<file path="src/rtl/core/gced_pkg.sv">
// Package for the global curvature energy block: payload structs, request
// codes, and widths shared by the front, back and top level.
// No dependencies.
package gced_pkg;

  localparam int unsigned QueueDepth = 2;
  localparam int unsigned CfgIdxW    = 1;

  typedef enum logic [1:0] {
    REQ_ACCUM  = 2'd0,
    REQ_EVAL   = 2'd1,
    REQ_COMMIT = 2'd2,
    REQ_NONE   = 2'd3
  } req_e;

  localparam logic [CfgIdxW-1:0] CfgGain   = 1'b0;
  localparam logic [CfgIdxW-1:0] CfgTarget = 1'b1;

  typedef struct packed {
    logic [1:0]         req_type;
    logic signed [31:0] delta_area;
    logic signed [31:0] delta_curvature;
    logic signed [31:0] principal_curv_one;
    logic signed [31:0] principal_curv_two;
  } in_word_t;

  typedef struct packed {
    logic signed [63:0] energy_change;
    logic signed [63:0] energy_now;
    logic               area_fault;
  } out_word_t;

  // Classified work word passed from front to back
  typedef struct packed {
    req_e               req;
    logic signed [31:0] delta_area;
    logic signed [31:0] delta_curvature;
    logic signed [32:0] curv_sum;
  } work_t;

  function automatic logic signed [47:0] sat48(input logic signed [49:0] v);
    logic signed [47:0] r;
    if (v > 50'sh0_7FFF_FFFF_FFFF) r = 48'sh7FFF_FFFF_FFFF;
    else if (v < -50'sh0_8000_0000_0000) r = 48'sh8000_0000_0000;
    else r = v[47:0];
    return r;
  endfunction

endpackage

</file>
<file path="src/rtl/core/gced_front.sv">
// Front stage: accepts input words, classifies the request and forms the
// curvature sum, then pushes a work word into a short queue.
// Depends on gced_pkg.
module gced_front #(
  parameter int unsigned Depth = gced_pkg::QueueDepth
) (
  input  logic               clk_i,
  input  logic               rst_ni,
  input  logic               push,
  output logic               full,
  input  gced_pkg::in_word_t in_word_i,
  output logic               work_valid_o,
  input  logic               work_take_i,
  output gced_pkg::work_t    work_o
);
  localparam int unsigned PtrW = (Depth > 1) ? $clog2(Depth) : 1;

  gced_pkg::work_t    mem_q [Depth];
  logic [PtrW-1:0]    wr_q, rd_q;
  logic [PtrW:0]      cnt_q;
  gced_pkg::work_t    cls;
  logic               do_push, do_pop;

  // Classify the incoming word
  always_comb begin
    cls.req             = gced_pkg::req_e'(in_word_i.req_type);
    cls.delta_area      = in_word_i.delta_area;
    cls.delta_curvature = in_word_i.delta_curvature;
    cls.curv_sum        = 33'(in_word_i.principal_curv_one) +
                          33'(in_word_i.principal_curv_two);
  end

  assign full         = (cnt_q == (PtrW+1)'(Depth));
  assign do_push      = push && !full;
  assign work_valid_o = (cnt_q != '0);
  assign do_pop       = work_take_i && work_valid_o;
  assign work_o       = mem_q[rd_q];

  // Store queue entries
  always_ff @(posedge clk_i) begin
    if (do_push) mem_q[wr_q] <= cls;
  end

  // Advance pointers and count
  always_ff @(posedge clk_i or negedge rst_ni) begin
    if (!rst_ni) begin
      wr_q  <= '0;
      rd_q  <= '0;
      cnt_q <= '0;
    end else begin
      if (do_push) wr_q <= (wr_q == PtrW'(Depth-1)) ? '0 : wr_q + 1'b1;
      if (do_pop)  rd_q <= (rd_q == PtrW'(Depth-1)) ? '0 : rd_q + 1'b1;
      cnt_q <= cnt_q + (PtrW+1)'(do_push) - (PtrW+1)'(do_pop);
    end
  end

endmodule

</file>
<file path="config.mk">
export PLATFORM = sky130hd
export DESIGN_NAME = gced_front
export DESIGN_NICKNAME = d
export VERILOG_FILES = /design/src/rtl/core/gced_pkg.sv /design/src/rtl/core/gced_front.sv
export SDC_FILE = /design/constraint.sdc
export NUM_CORES = 1
export LEC_CHECK = 0
export ABC_AREA = 0
export BUFFER_PORTS_ARGS = -buffer_cell sky130_fd_sc_hd__clkbuf_2
export CAP_MARGIN = 30
export CORE_ASPECT_RATIO = 0.9
export CORE_MARGIN = 5
export CORE_UTILIZATION = 45
export CTS_CLUSTER_DIAMETER = 100
export DETAILED_ROUTE_END_ITERATION = 7
export PLACE_DENSITY = 0.69
export SLEW_MARGIN = 20
export SYNTH_ARGS = -nofsm -noshare
export SYNTH_HDL_FRONTEND = slang
export SYNTH_SLANG_ARGS = --single-unit
</file>
<file path="constraint.sdc">
create_clock -name clk_i -period 14 [get_ports clk_i]
set_clock_uncertainty 0.2 [all_clocks]
set_input_delay 2.8 -clock clk_i [delete_from_list [all_inputs] [get_ports clk_i]]
set_output_delay 2.8 -clock clk_i [all_outputs]
set_load 0.01 [all_outputs]
</file>
== Word level (Yosys, flattened, before mapping) ==
Memories as Yosys holds them, arrays and structs flattened.
Index checks and enable logic that the tools add are counted.
Storage, ports and cells
  output and inout port bits: 101
  memories kept: 1
  register bits after elaboration: 4
  bits of input ports: 134
  word-level logic and storage cells: 18
  memory bits (writable): 198
Operators by class
  reductions and logical operators: 4
  eq/ne operators: 1
  mux-type cells: 4
  $add $sub $neg: 5
Memories
  mem_q: words 2, width 99, read ports 1, clocked after Yosys merged registers in 0, wr ports 1, RTL line gced_front.sv:18  | gced_pkg::work_t mem_q [Depth];
Operator list (number)
  32-bit by 32-bit adder with 33-bit output: 1
  1-bit two-way mux: 4
  1-bit adder (second input constant): 2
  2-bit by 1-bit adder with 2-bit output: 1
  2-bit == test (second input constant): 1
  1-bit logical AND: 2
  2-bit nonzero test: 1
  2-bit by 1-bit subtractor with 2-bit output: 1
  1-bit zero test: 1

== Depth between registers and ports, before layout ==
Gate-level depths: netlist of the first run.
  depth after elaboration: 5
  gate-level depth with buffers: 8
  gate-level depth less buffers: 8

== Worst setup path before layout of the first run ==
OpenSTA, ideal clock, no wires.
  path kind: input -> register
  from: in push
  to: mem mem_q[0][0] in the netlist's numbering (enable)
  required time: 13.243 ns
  library setup time: 0.557 ns
  stages on the path: 2
  setup slack: 6.227 ns
  buffers on the path: 0
  data arrival time: 7.015 ns
  cells stage by stage: nand2_1 nor2_1
On the way
  word-level cells in the longest chain between the ends: 3
RTL lines
  from (decl): RTL line gced_front.sv:9  | input logic push,
  1-bit logical AND: RTL line gced_front.sv:34  | assign do_push = push && !full;
  1-bit two-way mux: RTL line gced_front.sv:41  | if (do_push) mem_q[wr_q] <= cls;
  1-bit two-way mux (not written as such): RTL line gced_front.sv:41
  to (decl): RTL line gced_front.sv:18
No other way between the ends.

==> impl_metrics.json, run 1 <==
{
  "routed_via_density": 5.31,
  "clock_latency_ns": 0.48,
  "hpwl_mm": 14.9,
  "fmax_ghz": 0.178,
  "initial_core_util": 0.461,
  "internal-power_mw": 1.43,
  "synth_area_sq_um": 9290,
  "outcome": "finished clean",
  "synth-xor-area-share": 0.0236,
  "place_inst": 1092,
  "p_clk_frac": 0.239,
  "cp_slowest_cell": "dfrtp_4",
  "multiInputGateArea_sq_um": 3130,
  "ys_types": 55,
  "postRouteAntennaNets": 0,
  "wl_met2_mm": 9.67,
  "reg2reg_from": "cnt_q[1]$_DFF_PN0_",
  "critPathKind": "flop to output pin",
  "hp-class": "flop to flop",
  "gp_congestion": 0.921,
  "path_clk_slew_ns": 0.06,
  "p_leak_nw": 4.48,
  "ys_dominant_reg_cell": "edfxtp_1",
  "core_sq_um": 20200,
  "drt_iter0_drc": 411,
  "ys_warn_count": 0,
  "hold_depth": 1,
  "grt_pass1_wl_mm": 31.7,
  "wirelength_mm": 20.3,
  "layout_commonest_cell": "clkbuf_2",
  "min_period_over_period": 0.401,
  "rows": 49,
  "p_per_area_nw_per_um2": 181,
  "stdcell_count": 1128,
  "grt_pass1_vias": 6012,
  "cp_max_fo": 59,
  "io_buffers": 234,
  "path_buf_inv": 2,
  "timing.rr.end": "mem_q[0][32]$_DFFE_PP_",
  "rrSetupSlack_ns": 11.30,
  "routedWlPerCell_microns": 18.0,
  "h-tree-depth": 1,
  "cts_made_buffers": 21,
  "postCtsResizedCells": 0,
  "grt_overflow_total": 0,
  "cp.arrival_ns": 2.62,
  "worstMarginPinSlew_ns": 0.914,
  "critPathTopFamily": "buffers and inverters",
  "routed-wl-met3_mm": 1.47,
  "cts_tree": "yes",
  "syn2layout_area_growth_pct": 22.3,
  "setup_viol": 0,
  "drc": 0,
  "final_cell_mix": "clkbuf_2 (234), edfxtp_1 (198), mux2_2 (100)",
  "antenna_found_initial": 0,
  "pwr-share-comb": 0.325,
  "synth.avg_cell_area_sq_um": 15.0,
  "hold_viol_final": 0,
  "root_buffer": "clkbuf_16",
  "drive_above_1_share": 0.427,
  "fp.dieW_microns": 161,
  "cts_setup_buffers": 0,
  "n_antenna_cell": 0,
  "nNetsFinal": 1029,
  "synth_cells": 621,
  "reg2regPathDepth": 4,
  "crit_chain": "buf_4, mux2_2, clkbuf_2",
  "fillCellCount": 1678,
  "cpPeakStageDelay_ns": 0.78,
  "dieHeight_microns": 146,
  "cts.sinks": 202,
  "synth_edf_count": 198,
  "synth-simple-area-share": 0.0658,
  "maxCapViolations": 0,
  "critPathCaptureType": "output pin",
  "async_flop_share": 0.0198,
  "post-route-util": 0.563,
  "grt_max_degree": 65,
  "detail_route.wirelength.met1_mm": 8.75,
  "ff_latch_area_sq_um": 6050,
  "slew_viol_final": 0,
  "synth.net_count": 790,
  "p_sw_mw": 0.628,
  "fin_hold_ws_ns": 0.305,
  "dieArea_sq_um": 23600,
  "synthAdderAreaFrac": 0.0479,
  "clock_path_buffers": 3,
  "synth_seq_cells": 202,
  "finalSetupTns_ns": 0,
  "crit_path_start_kind": "flop",
  "ios": 235,
  "synth_top_family_by_area": "multiplexers",
  "period_minus_slack_ns": 5.62,
  "synth_compound_area_frac": 0.0751,
  "synth.area.mux_share": 0.123,
  "p_seq_frac": 0.436,
  "vias": 5985,
  "ir_worst_vdd_mv": 0.0770,
  "hp-start": "cnt_q[1]$_DFF_PN0_",
  "top_layer_used": "met4",
  "switching_share": 0.305,
  "min_to": "cnt_q[1]$_DFF_PN0_",
  "firstDrtPassIters": 4,
  "ys_seq_area_frac": 0.651,
  "cts_hold_buf": 0,
  "track_usage": 0.165,
  "max-slew-margin-rel": 0.391,
  "rsz0062_at_grt": "no",
  "crit_required_ns": 11.00
}
sequential cells by signal, indices dropped and copies added (netlist names):
register and flops:
cnt_q 2, rd_q 1, mem_q 198, wr_q 1
cell families (layout without fill, tap and decap cells):
family	Yosys count	after routing
adders and majority gates	35	35
buffers and inverters	29	281
xor gates and xnor gates	25	25
muxes	102	102
AOI/OAI and AO/OA	107	107
and+or+nand+nor	121	121
DFF	202	202
synthesized netlist by cell type (9+ instances only):
master | instances | area share
clkbuf_1 | 17 | 0.0069
nor2_1 | 24 | 0.0097
xor2_1 | 10 | 0.0094
and3_1 | 9 | 0.0061
a21o_1 | 12 | 0.0097
ha_1 | 34 | 0.046
o21ai_0 | 16 | 0.0086
nor3_1 | 12 | 0.0065
edfxtp_1 | 198 | 0.64
mux2_2 | 100 | 0.12
xnor2_1 | 15 | 0.014
nand2_1 | 33 | 0.013
a21oi_1 | 36 | 0.019
power groups by stage:
stage / sequential (mW) / combinational, mW / clock [mW]
final: 0.897 / 0.670 / 0.493
after global routing: 0.912 / 0.726 / 0.530
after CTS: 0.899 / 0.681 / 0.510
after detailed placement: 0.911 / 0.677 / 0
after global placement: 0.904 / 0.667 / 0
after floorplan: 0.893 / 0.440 / 0
worst reg2reg max path: cells and delay by family (launching register included):
kind / cells / cell delay [ns]
flip-flops: 1 / 0.40
AND/OR/NAND/NOR: 3 / 0.83
buffers and inverters: 1 / 0.79
cell type report:
type,instances,share of cell area
Inverter,7,0.00231
Timing Repair Buffer,238,0.107
Tap cell,255,0.0281
Sequential cell,202,0.532
Clock inverter,12,0.00661
Multi-Input combinational cell,390,0.276
Clock buffer,24,0.0472
metal layers:
layer,up-vias,track usage
li1,2906,-
met1,2829,0.220
met2,218,0.282
met3,32,0.0333
met4,0,0.0388
met5,-,0
through the flow:
step / cell area [sq um] / power (mW) / setup slack (ns)
finish: 11400 / 2.06 / 8.38
global route: 11400 / 2.17 / 8.24
CTS: 11400 / 2.09 / 8.33
detailed placement: 10700 / 1.59 / 8.57
global placement: 10700 / 1.57 / 8.63
floorplan: 9290 / 1.33 / 6.23
worst max-delay path by stage:
stage	start	end	depth (start not counted)
global placement	in_word_i[17]	mem_q[0][27]$_DFFE_PP_	8
CTS	rd_q$_DFFE_PN0P_	work_o[76]	3
floorplan	push	mem_q[0][0]$_DFFE_PP_	2
finish	rd_q$_DFFE_PN0P_	work_o[76]	3
global route	rd_q$_DFFE_PN0P_	work_o[76]	3
detailed placement	in_word_i[0]	mem_q[0][26]$_DFFE_PP_	9
(Power assumes the default switching activity.)
==> run 2: changes to the inputs <==
PLACE_DENSITY = 0.72   (was 0.69)
clock period = 4.87 ns   (was 14 ns; I/O delays follow)
==> run 2 against run 1 <==
Effect of this change:
- setup slack worse by 7.0 ns
- critical path type unchanged
- combinational power grew to 2.9 times the previous value
- register-to-register slack worse by 8.8 ns
==> impl_metrics.json, run 2 (synthesis gave the netlist of run 1 again) <==
{
  "rows": 49,
  "fp.dieW_microns": 161,
  "drive_above_1_share": 0.430,
  "cts_setup_buffers": 0,
  "grt_max_degree": 64,
  "hpwl_mm": 15.1,
  "cp_slowest_cell": "dfrtp_4",
  "setup_viol": 0,
  "root_buffer": "clkbuf_16",
  "fillCellCount": 1659,
  "nNetsFinal": 1029,
  "crit_end": "work_o[47]",
  "clock_path_buffers": 3,
  "ir_worst_vdd_mv": 0.283,
  "power_mw": 5.99,
  "fin_hold_ws_ns": 0.0880,
  "placed_cell_area_sq_um": 10800,
  "max-slew-margin-rel": 0.418,
  "path_clk_slew_ns": 0.06,
  "cp.arrival_ns": 2.31,
  "outcome": "finished clean",
  "largest_register_ff_count": 198,
  "dieArea_sq_um": 23600,
  "min_period_over_period": 0.716,
  "reg2regPathDepth": 3,
  "maxCapViolations": 0,
  "timing.final.ws_setup_ns": 1.38,
  "pre_cts_ws_ns": 1.27,
  "routed_via_density": 5.37,
  "drc": 0,
  "cp_max_fo": 63,
  "core_sq_um": 20200,
  "postRouteAntennaNets": 0,
  "wirelength_mm": 20.5,
  "cts_tree": "yes",
  "multiInputGateArea_sq_um": 3130,
  "hold_viol_final": 0,
  "ios": 235,
  "p_per_area_nw_per_um2": 526,
  "fmax_ghz": 0.287,
  "finalSetupTns_ns": 0,
  "gp_congestion": 0.883,
  "fin_area_sq_um": 11400,
  "cts.sinks": 202,
  "slew_viol_final": 0,
  "critPathKind": "flop to output pin",
  "grt_pass1_wl_mm": 31.7,
  "worstMarginPinSlew_ns": 0.873,
  "hp-class": "primary input to async pin",
  "timing.rr.end": "mem_q[1][11]$_DFFE_PP_",
  "initial_core_util": 0.461,
  "reg2reg_from": "cnt_q[1]$_DFF_PN0_",
  "syn2layout_area_growth_pct": 22.6,
  "period_minus_slack_ns": 3.49,
  "cp-startpoint": "rd_q$_DFFE_PN0P_",
  "critPathCaptureType": "output pin",
  "layout_commonest_cell": "clkbuf_2",
  "grt_overflow_total": 0,
  "n_antenna_cell": 0,
  "track_usage": 0.166,
  "dieHeight_microns": 146,
  "vias": 6054,
  "rsz0062_at_grt": "no",
  "routedWlPerCell_microns": 18.2,
  "cts_hold_buf": 0,
  "rrSetupSlack_ns": 2.55,
  "cpPeakStageDelay_ns": 0.97,
  "h-tree-depth": 1,
  "clock_latency_ns": 0.48,
  "grt_pass1_vias": 5980,
  "crit_required_ns": 3.70,
  "p_leak_nw": 4.49,
  "postCtsResizedCells": 0,
  "drt_iter0_drc": 289,
  "ff_latch_area_sq_um": 6050,
  "firstDrtPassIters": 5,
  "cts_made_buffers": 20,
  "crit_path_start_kind": "flop",
  "io_buffers": 234,
  "antenna_found_initial": 0,
  "reg_top3": "mem_q (198), cnt_q (2)",
  "crit_chain": "buf_12, mux2_2, clkbuf_2",
  "final_cell_mix": "clkbuf_2 (234), edfxtp_1 (198), mux2_2 (100)",
  "largest-register": "mem_q"
}
run 2: changes by cell type in the layout (fill, tap and decap cells not counted), sizes merged:
cell    delta
clkinv     -6
clkbuf     +4
buf        +1
bufinv     +1
run 2: stage by stage:
stage / cells / util
floorplan: 621 / -
global placement: 1093 / 0.534
detailed placement: 1093 / 0.534
CTS: 1128 / 0.565
global route: 1128 / 0.565
finish: 1128 / 0.565
run 2: power breakdown:
| group | leakage, nW | switching [mW] | internal, mW |
|---|---|---|---|
| logic | 2.30 | 1.05 | 0.862 |
| registers | 1.88 | 0.187 | 2.42 |
| clock network | 0.310 | 0.580 | 0.895 |
run 2: cell type report:
type / instances / area share
clock buffers: 28 / 0.0484
well taps: 255 / 0.0280
repair buffers: 239 / 0.108
multi-input cells: 390 / 0.275
flip-flops and latches: 202 / 0.531
clock inverters: 7 / 0.00725
inverters: 7 / 0.00231
run 2: worst min path at each step:
| stage | start | endpoint | slack (ns) | depth (start not counted) |
|---|---|---|---|---|
| 4_1_cts | rst_ni | wr_q$_DFFE_PN0P_ | 0.07 | 1 |
| 2_1_floorplan | cnt_q[1]$_DFF_PN0_ | cnt_q[1]$_DFF_PN0_ | 0.26 | 1 |
| 5_1_grt | rst_ni | cnt_q[0]$_DFF_PN0_ | 0.07 | 1 |
| 3_3_place_gp | cnt_q[1]$_DFF_PN0_ | cnt_q[1]$_DFF_PN0_ | 0.29 | 1 |
| 6_report | rst_ni | wr_q$_DFFE_PN0P_ | 0.09 | 1 |
| 3_5_place_dp | cnt_q[1]$_DFF_PN0_ | cnt_q[1]$_DFF_PN0_ | 0.29 | 1 |
run 2: layer usage:
layer | track usage | vias to the layer above | share of wire
li1 | - | 2912 | -
met1 | 0.227 | 2883 | 0.43
met2 | 0.272 | 220 | 0.47
met3 | 0.0285 | 39 | 0.076
met4 | 0.0503 | 0 | 0.025
met5 | 0 | - | 0
run 2: worst max-delay path, delay by kind of cell, from the launching register on:
family / cells / cell delay [ns]
mux: 1 / 0.39
buf+inv: 2 / 0.46
flops: 1 / 0.97
==> run 3: changes to the inputs <==
PLACE_DENSITY = 0.69   (was 0.72)
clock period = 3.3 ns   (was 4.87 ns; I/O delays follow)
==> run 3 against run 2 <==
Effect of this change:
- largest cell class unchanged
- critical path type is now primary input to flop
- wire length shrank 1.6%
- count of clock-buffer cells in the layout shrank 3
- final cell count grew 1.3%
- register-to-register slack lost 1.2 ns
- sequential cell count is the same
- critical endpoint is now mem_q[1][26]$_DFFE_PP_
- critical path depth grew 6
- first-iteration DRC count grew 8.7%
- setup slack lost 0.85 ns
- utilization grew 0.83 points
- sequential power grew 42%
==> impl_metrics.json, run 3 (synthesis gave the netlist of run 1 again) <==
{
  "outcome": "finished clean",
  "maxCapViolations": 0,
  "cp.arrival_ns": 2.86,
  "routed_via_density": 5.32,
  "clock_latency_ns": 0.49,
  "core_sq_um": 20200,
  "timing.final.ws_setup_ns": 0.532,
  "syn2layout_area_growth_pct": 24.4,
  "drt_iter0_drc": 314,
  "antenna_found_initial": 0,
  "rows": 49,
  "largest-register": "mem_q",
  "io_buffers": 234,
  "drive_above_1_share": 0.443,
  "pwr-share-comb": 0.333,
  "p_per_area_nw_per_um2": 778,
  "largest_register_ff_count": 198,
  "path_clk_slew_ns": 0.06,
  "p_leak_nw": 4.59,
  "dieArea_sq_um": 23600,
  "routedWlPerCell_microns": 17.7,
  "critPathKind": "primary input to flop",
  "hp-class": "primary input to flop",
  "fillCellCount": 1634,
  "p_seq_frac": 0.412,
  "wirelength_mm": 20.2,
  "grt_pass1_wl_mm": 31.9,
  "cp_max_fo": 3,
  "postCtsResizedCells": 0,
  "grt_max_degree": 54,
  "post-route-util": 0.573,
  "slew_viol_final": 0,
  "final_cell_mix": "clkbuf_2 (234), edfxtp_1 (198), mux2_2 (100)",
  "fmax_ghz": 0.361,
  "min_period_over_period": 0.839,
  "nNetsFinal": 1045,
  "p_sw_mw": 2.70,
  "initial_core_util": 0.461,
  "ir_worst_vdd_mv": 0.360,
  "max-slew-margin-rel": 0.525,
  "wl_met2_mm": 9.48,
  "n_antenna_cell": 0,
  "cpPeakStageDelay_ns": 0.42,
  "placed_cell_area_sq_um": 10900,
  "switching_share": 0.300,
  "internal-power_mw": 6.30,
  "grt_overflow_total": 0,
  "critPathCaptureType": "flop",
  "dieHeight_microns": 146,
  "crit_path_start_kind": "primary input",
  "track_usage": 0.165,
  "postRouteAntennaNets": 0,
  "vias": 6084,
  "grt_pass1_vias": 6051,
  "finalSetupTns_ns": 0,
  "fp.dieW_microns": 161,
  "cts.sinks": 202,
  "layout_commonest_cell": "clkbuf_2",
  "cts_tree": "yes",
  "firstDrtPassIters": 5,
  "top_layer_used": "met4",
  "reg_top3": "mem_q (198), cnt_q (2)",
  "worstMarginPinSlew_ns": 0.712,
  "crit_chain": "clkbuf_2, ha_1, fa_1, a21oi_1, o211ai_1, a211o_1, and3_1, mux2_2, nor4b_2",
  "hold_viol_final": 0,
  "clock_path_buffers": 3,
  "p_clk_frac": 0.255,
  "setup_viol": 0,
  "hpwl_mm": 15.2,
  "cp_slowest_cell": "fa_1",
  "fin_area_sq_um": 11600,
  "gp_congestion": 0.894,
  "cts_made_buffers": 21,
  "ios": 235,
  "rsz0062_at_grt": "no",
  "crit_required_ns": 3.39,
  "drc": 0,
  "routed-wl-met3_mm": 1.31,
  "h-tree-depth": 1,
  "period_minus_slack_ns": 2.77,
  "root_buffer": "clkbuf_16",
  "detail_route.wirelength.met1_mm": 8.88,
  "pre_cts_ws_ns": 0.0184
}
[run 3: cell types whose count changed in the layout (fill, tap and decap cells not counted), sizes merged]
cell | before | now
inv | 7 | 9
bufinv | 2 | 3
dlygate4sd3 | 0 | 1
clkbuf | 262 | 259
buf | 5 | 19
[run 3: repair_timing]
action,CTS,global route
setup buffers,0,0
hold buffers,1,0
hold endpoints to repair,4,0
[run 3: per-layer routing]
layer	GRT usage	up-vias
met2	0.268	212
met1	0.228	2894
met5	0	-
met4	0.0507	0
li1	-	2941
met3	0.0285	37
[run 3: cell type report]
type                       count  area, sq um  area share
clock buffer                  25          541      0.0467
clock inverter                10          134      0.0116
inverter                       7         26.3     0.00227
multi-input combinational    390         3130       0.271
sequential                   202         6050       0.523
tap                          255          319      0.0276
timing repair buffer         254         1360       0.118
[run 3: worst paths after layout]
kind	end	slack [ns]	depth (start not counted)	start
setup / recovery	mem_q[1][26]$_DFFE_PP_	0.53	9	in_word_i[0]
min in group asynchronous	cnt_q[1]$_DFF_PN0_	0.33	2	rst_ni
hold reg to reg	cnt_q[1]$_DFF_PN0_	0.30	1	cnt_q[1]$_DFF_PN0_
max in group asynchronous	rd_q$_DFFE_PN0P_	2.42	2	rst_ni
hold / removal	mem_q[1][70]$_DFFE_PP_	0.16	1	in_word_i[101]
setup reg to reg	cnt_q[1]$_DFF_PN0_	1.30	7	cnt_q[1]$_DFF_PN0_
[run 3: power by group through the flow]
| stage | clock, mW | combinational, mW | sequential (mW) |
|---|---|---|---|
| 6_report | 2.29 | 2.99 | 3.71 |
| 5_1_grt | 2.47 | 3.24 | 3.76 |
| 4_1_cts | 2.36 | 3.05 | 3.72 |
| 3_5_place_dp | 0 | 3.03 | 3.77 |
| 3_3_place_gp | 0 | 3.02 | 3.74 |
| 2_1_floorplan | 0 | 1.87 | 3.73 |
[run 3: worst max-delay path: cells and delay by family]
family | cells | cell delay (ns)
AND/OR/NAND/NOR | 2 | 0.42
AO/OA/AOI/OAI | 3 | 0.78
adder cells (fa/ha/maj) | 2 | 0.64
buffers and inverters | 1 | 0.08
multiplexers | 1 | 0.28
[run 3: through the flow]
step / hold WS (ns) / power [mW] / instances
finish: 0.162 / 9.00 / 1143
global route: 0.136 / 9.47 / 1143
detailed placement: 0.273 / 6.80 / 1107
floorplan: 0.164 / 5.61 / 621
global placement: 0.274 / 6.76 / 1107
CTS: 0.134 / 9.13 / 1143
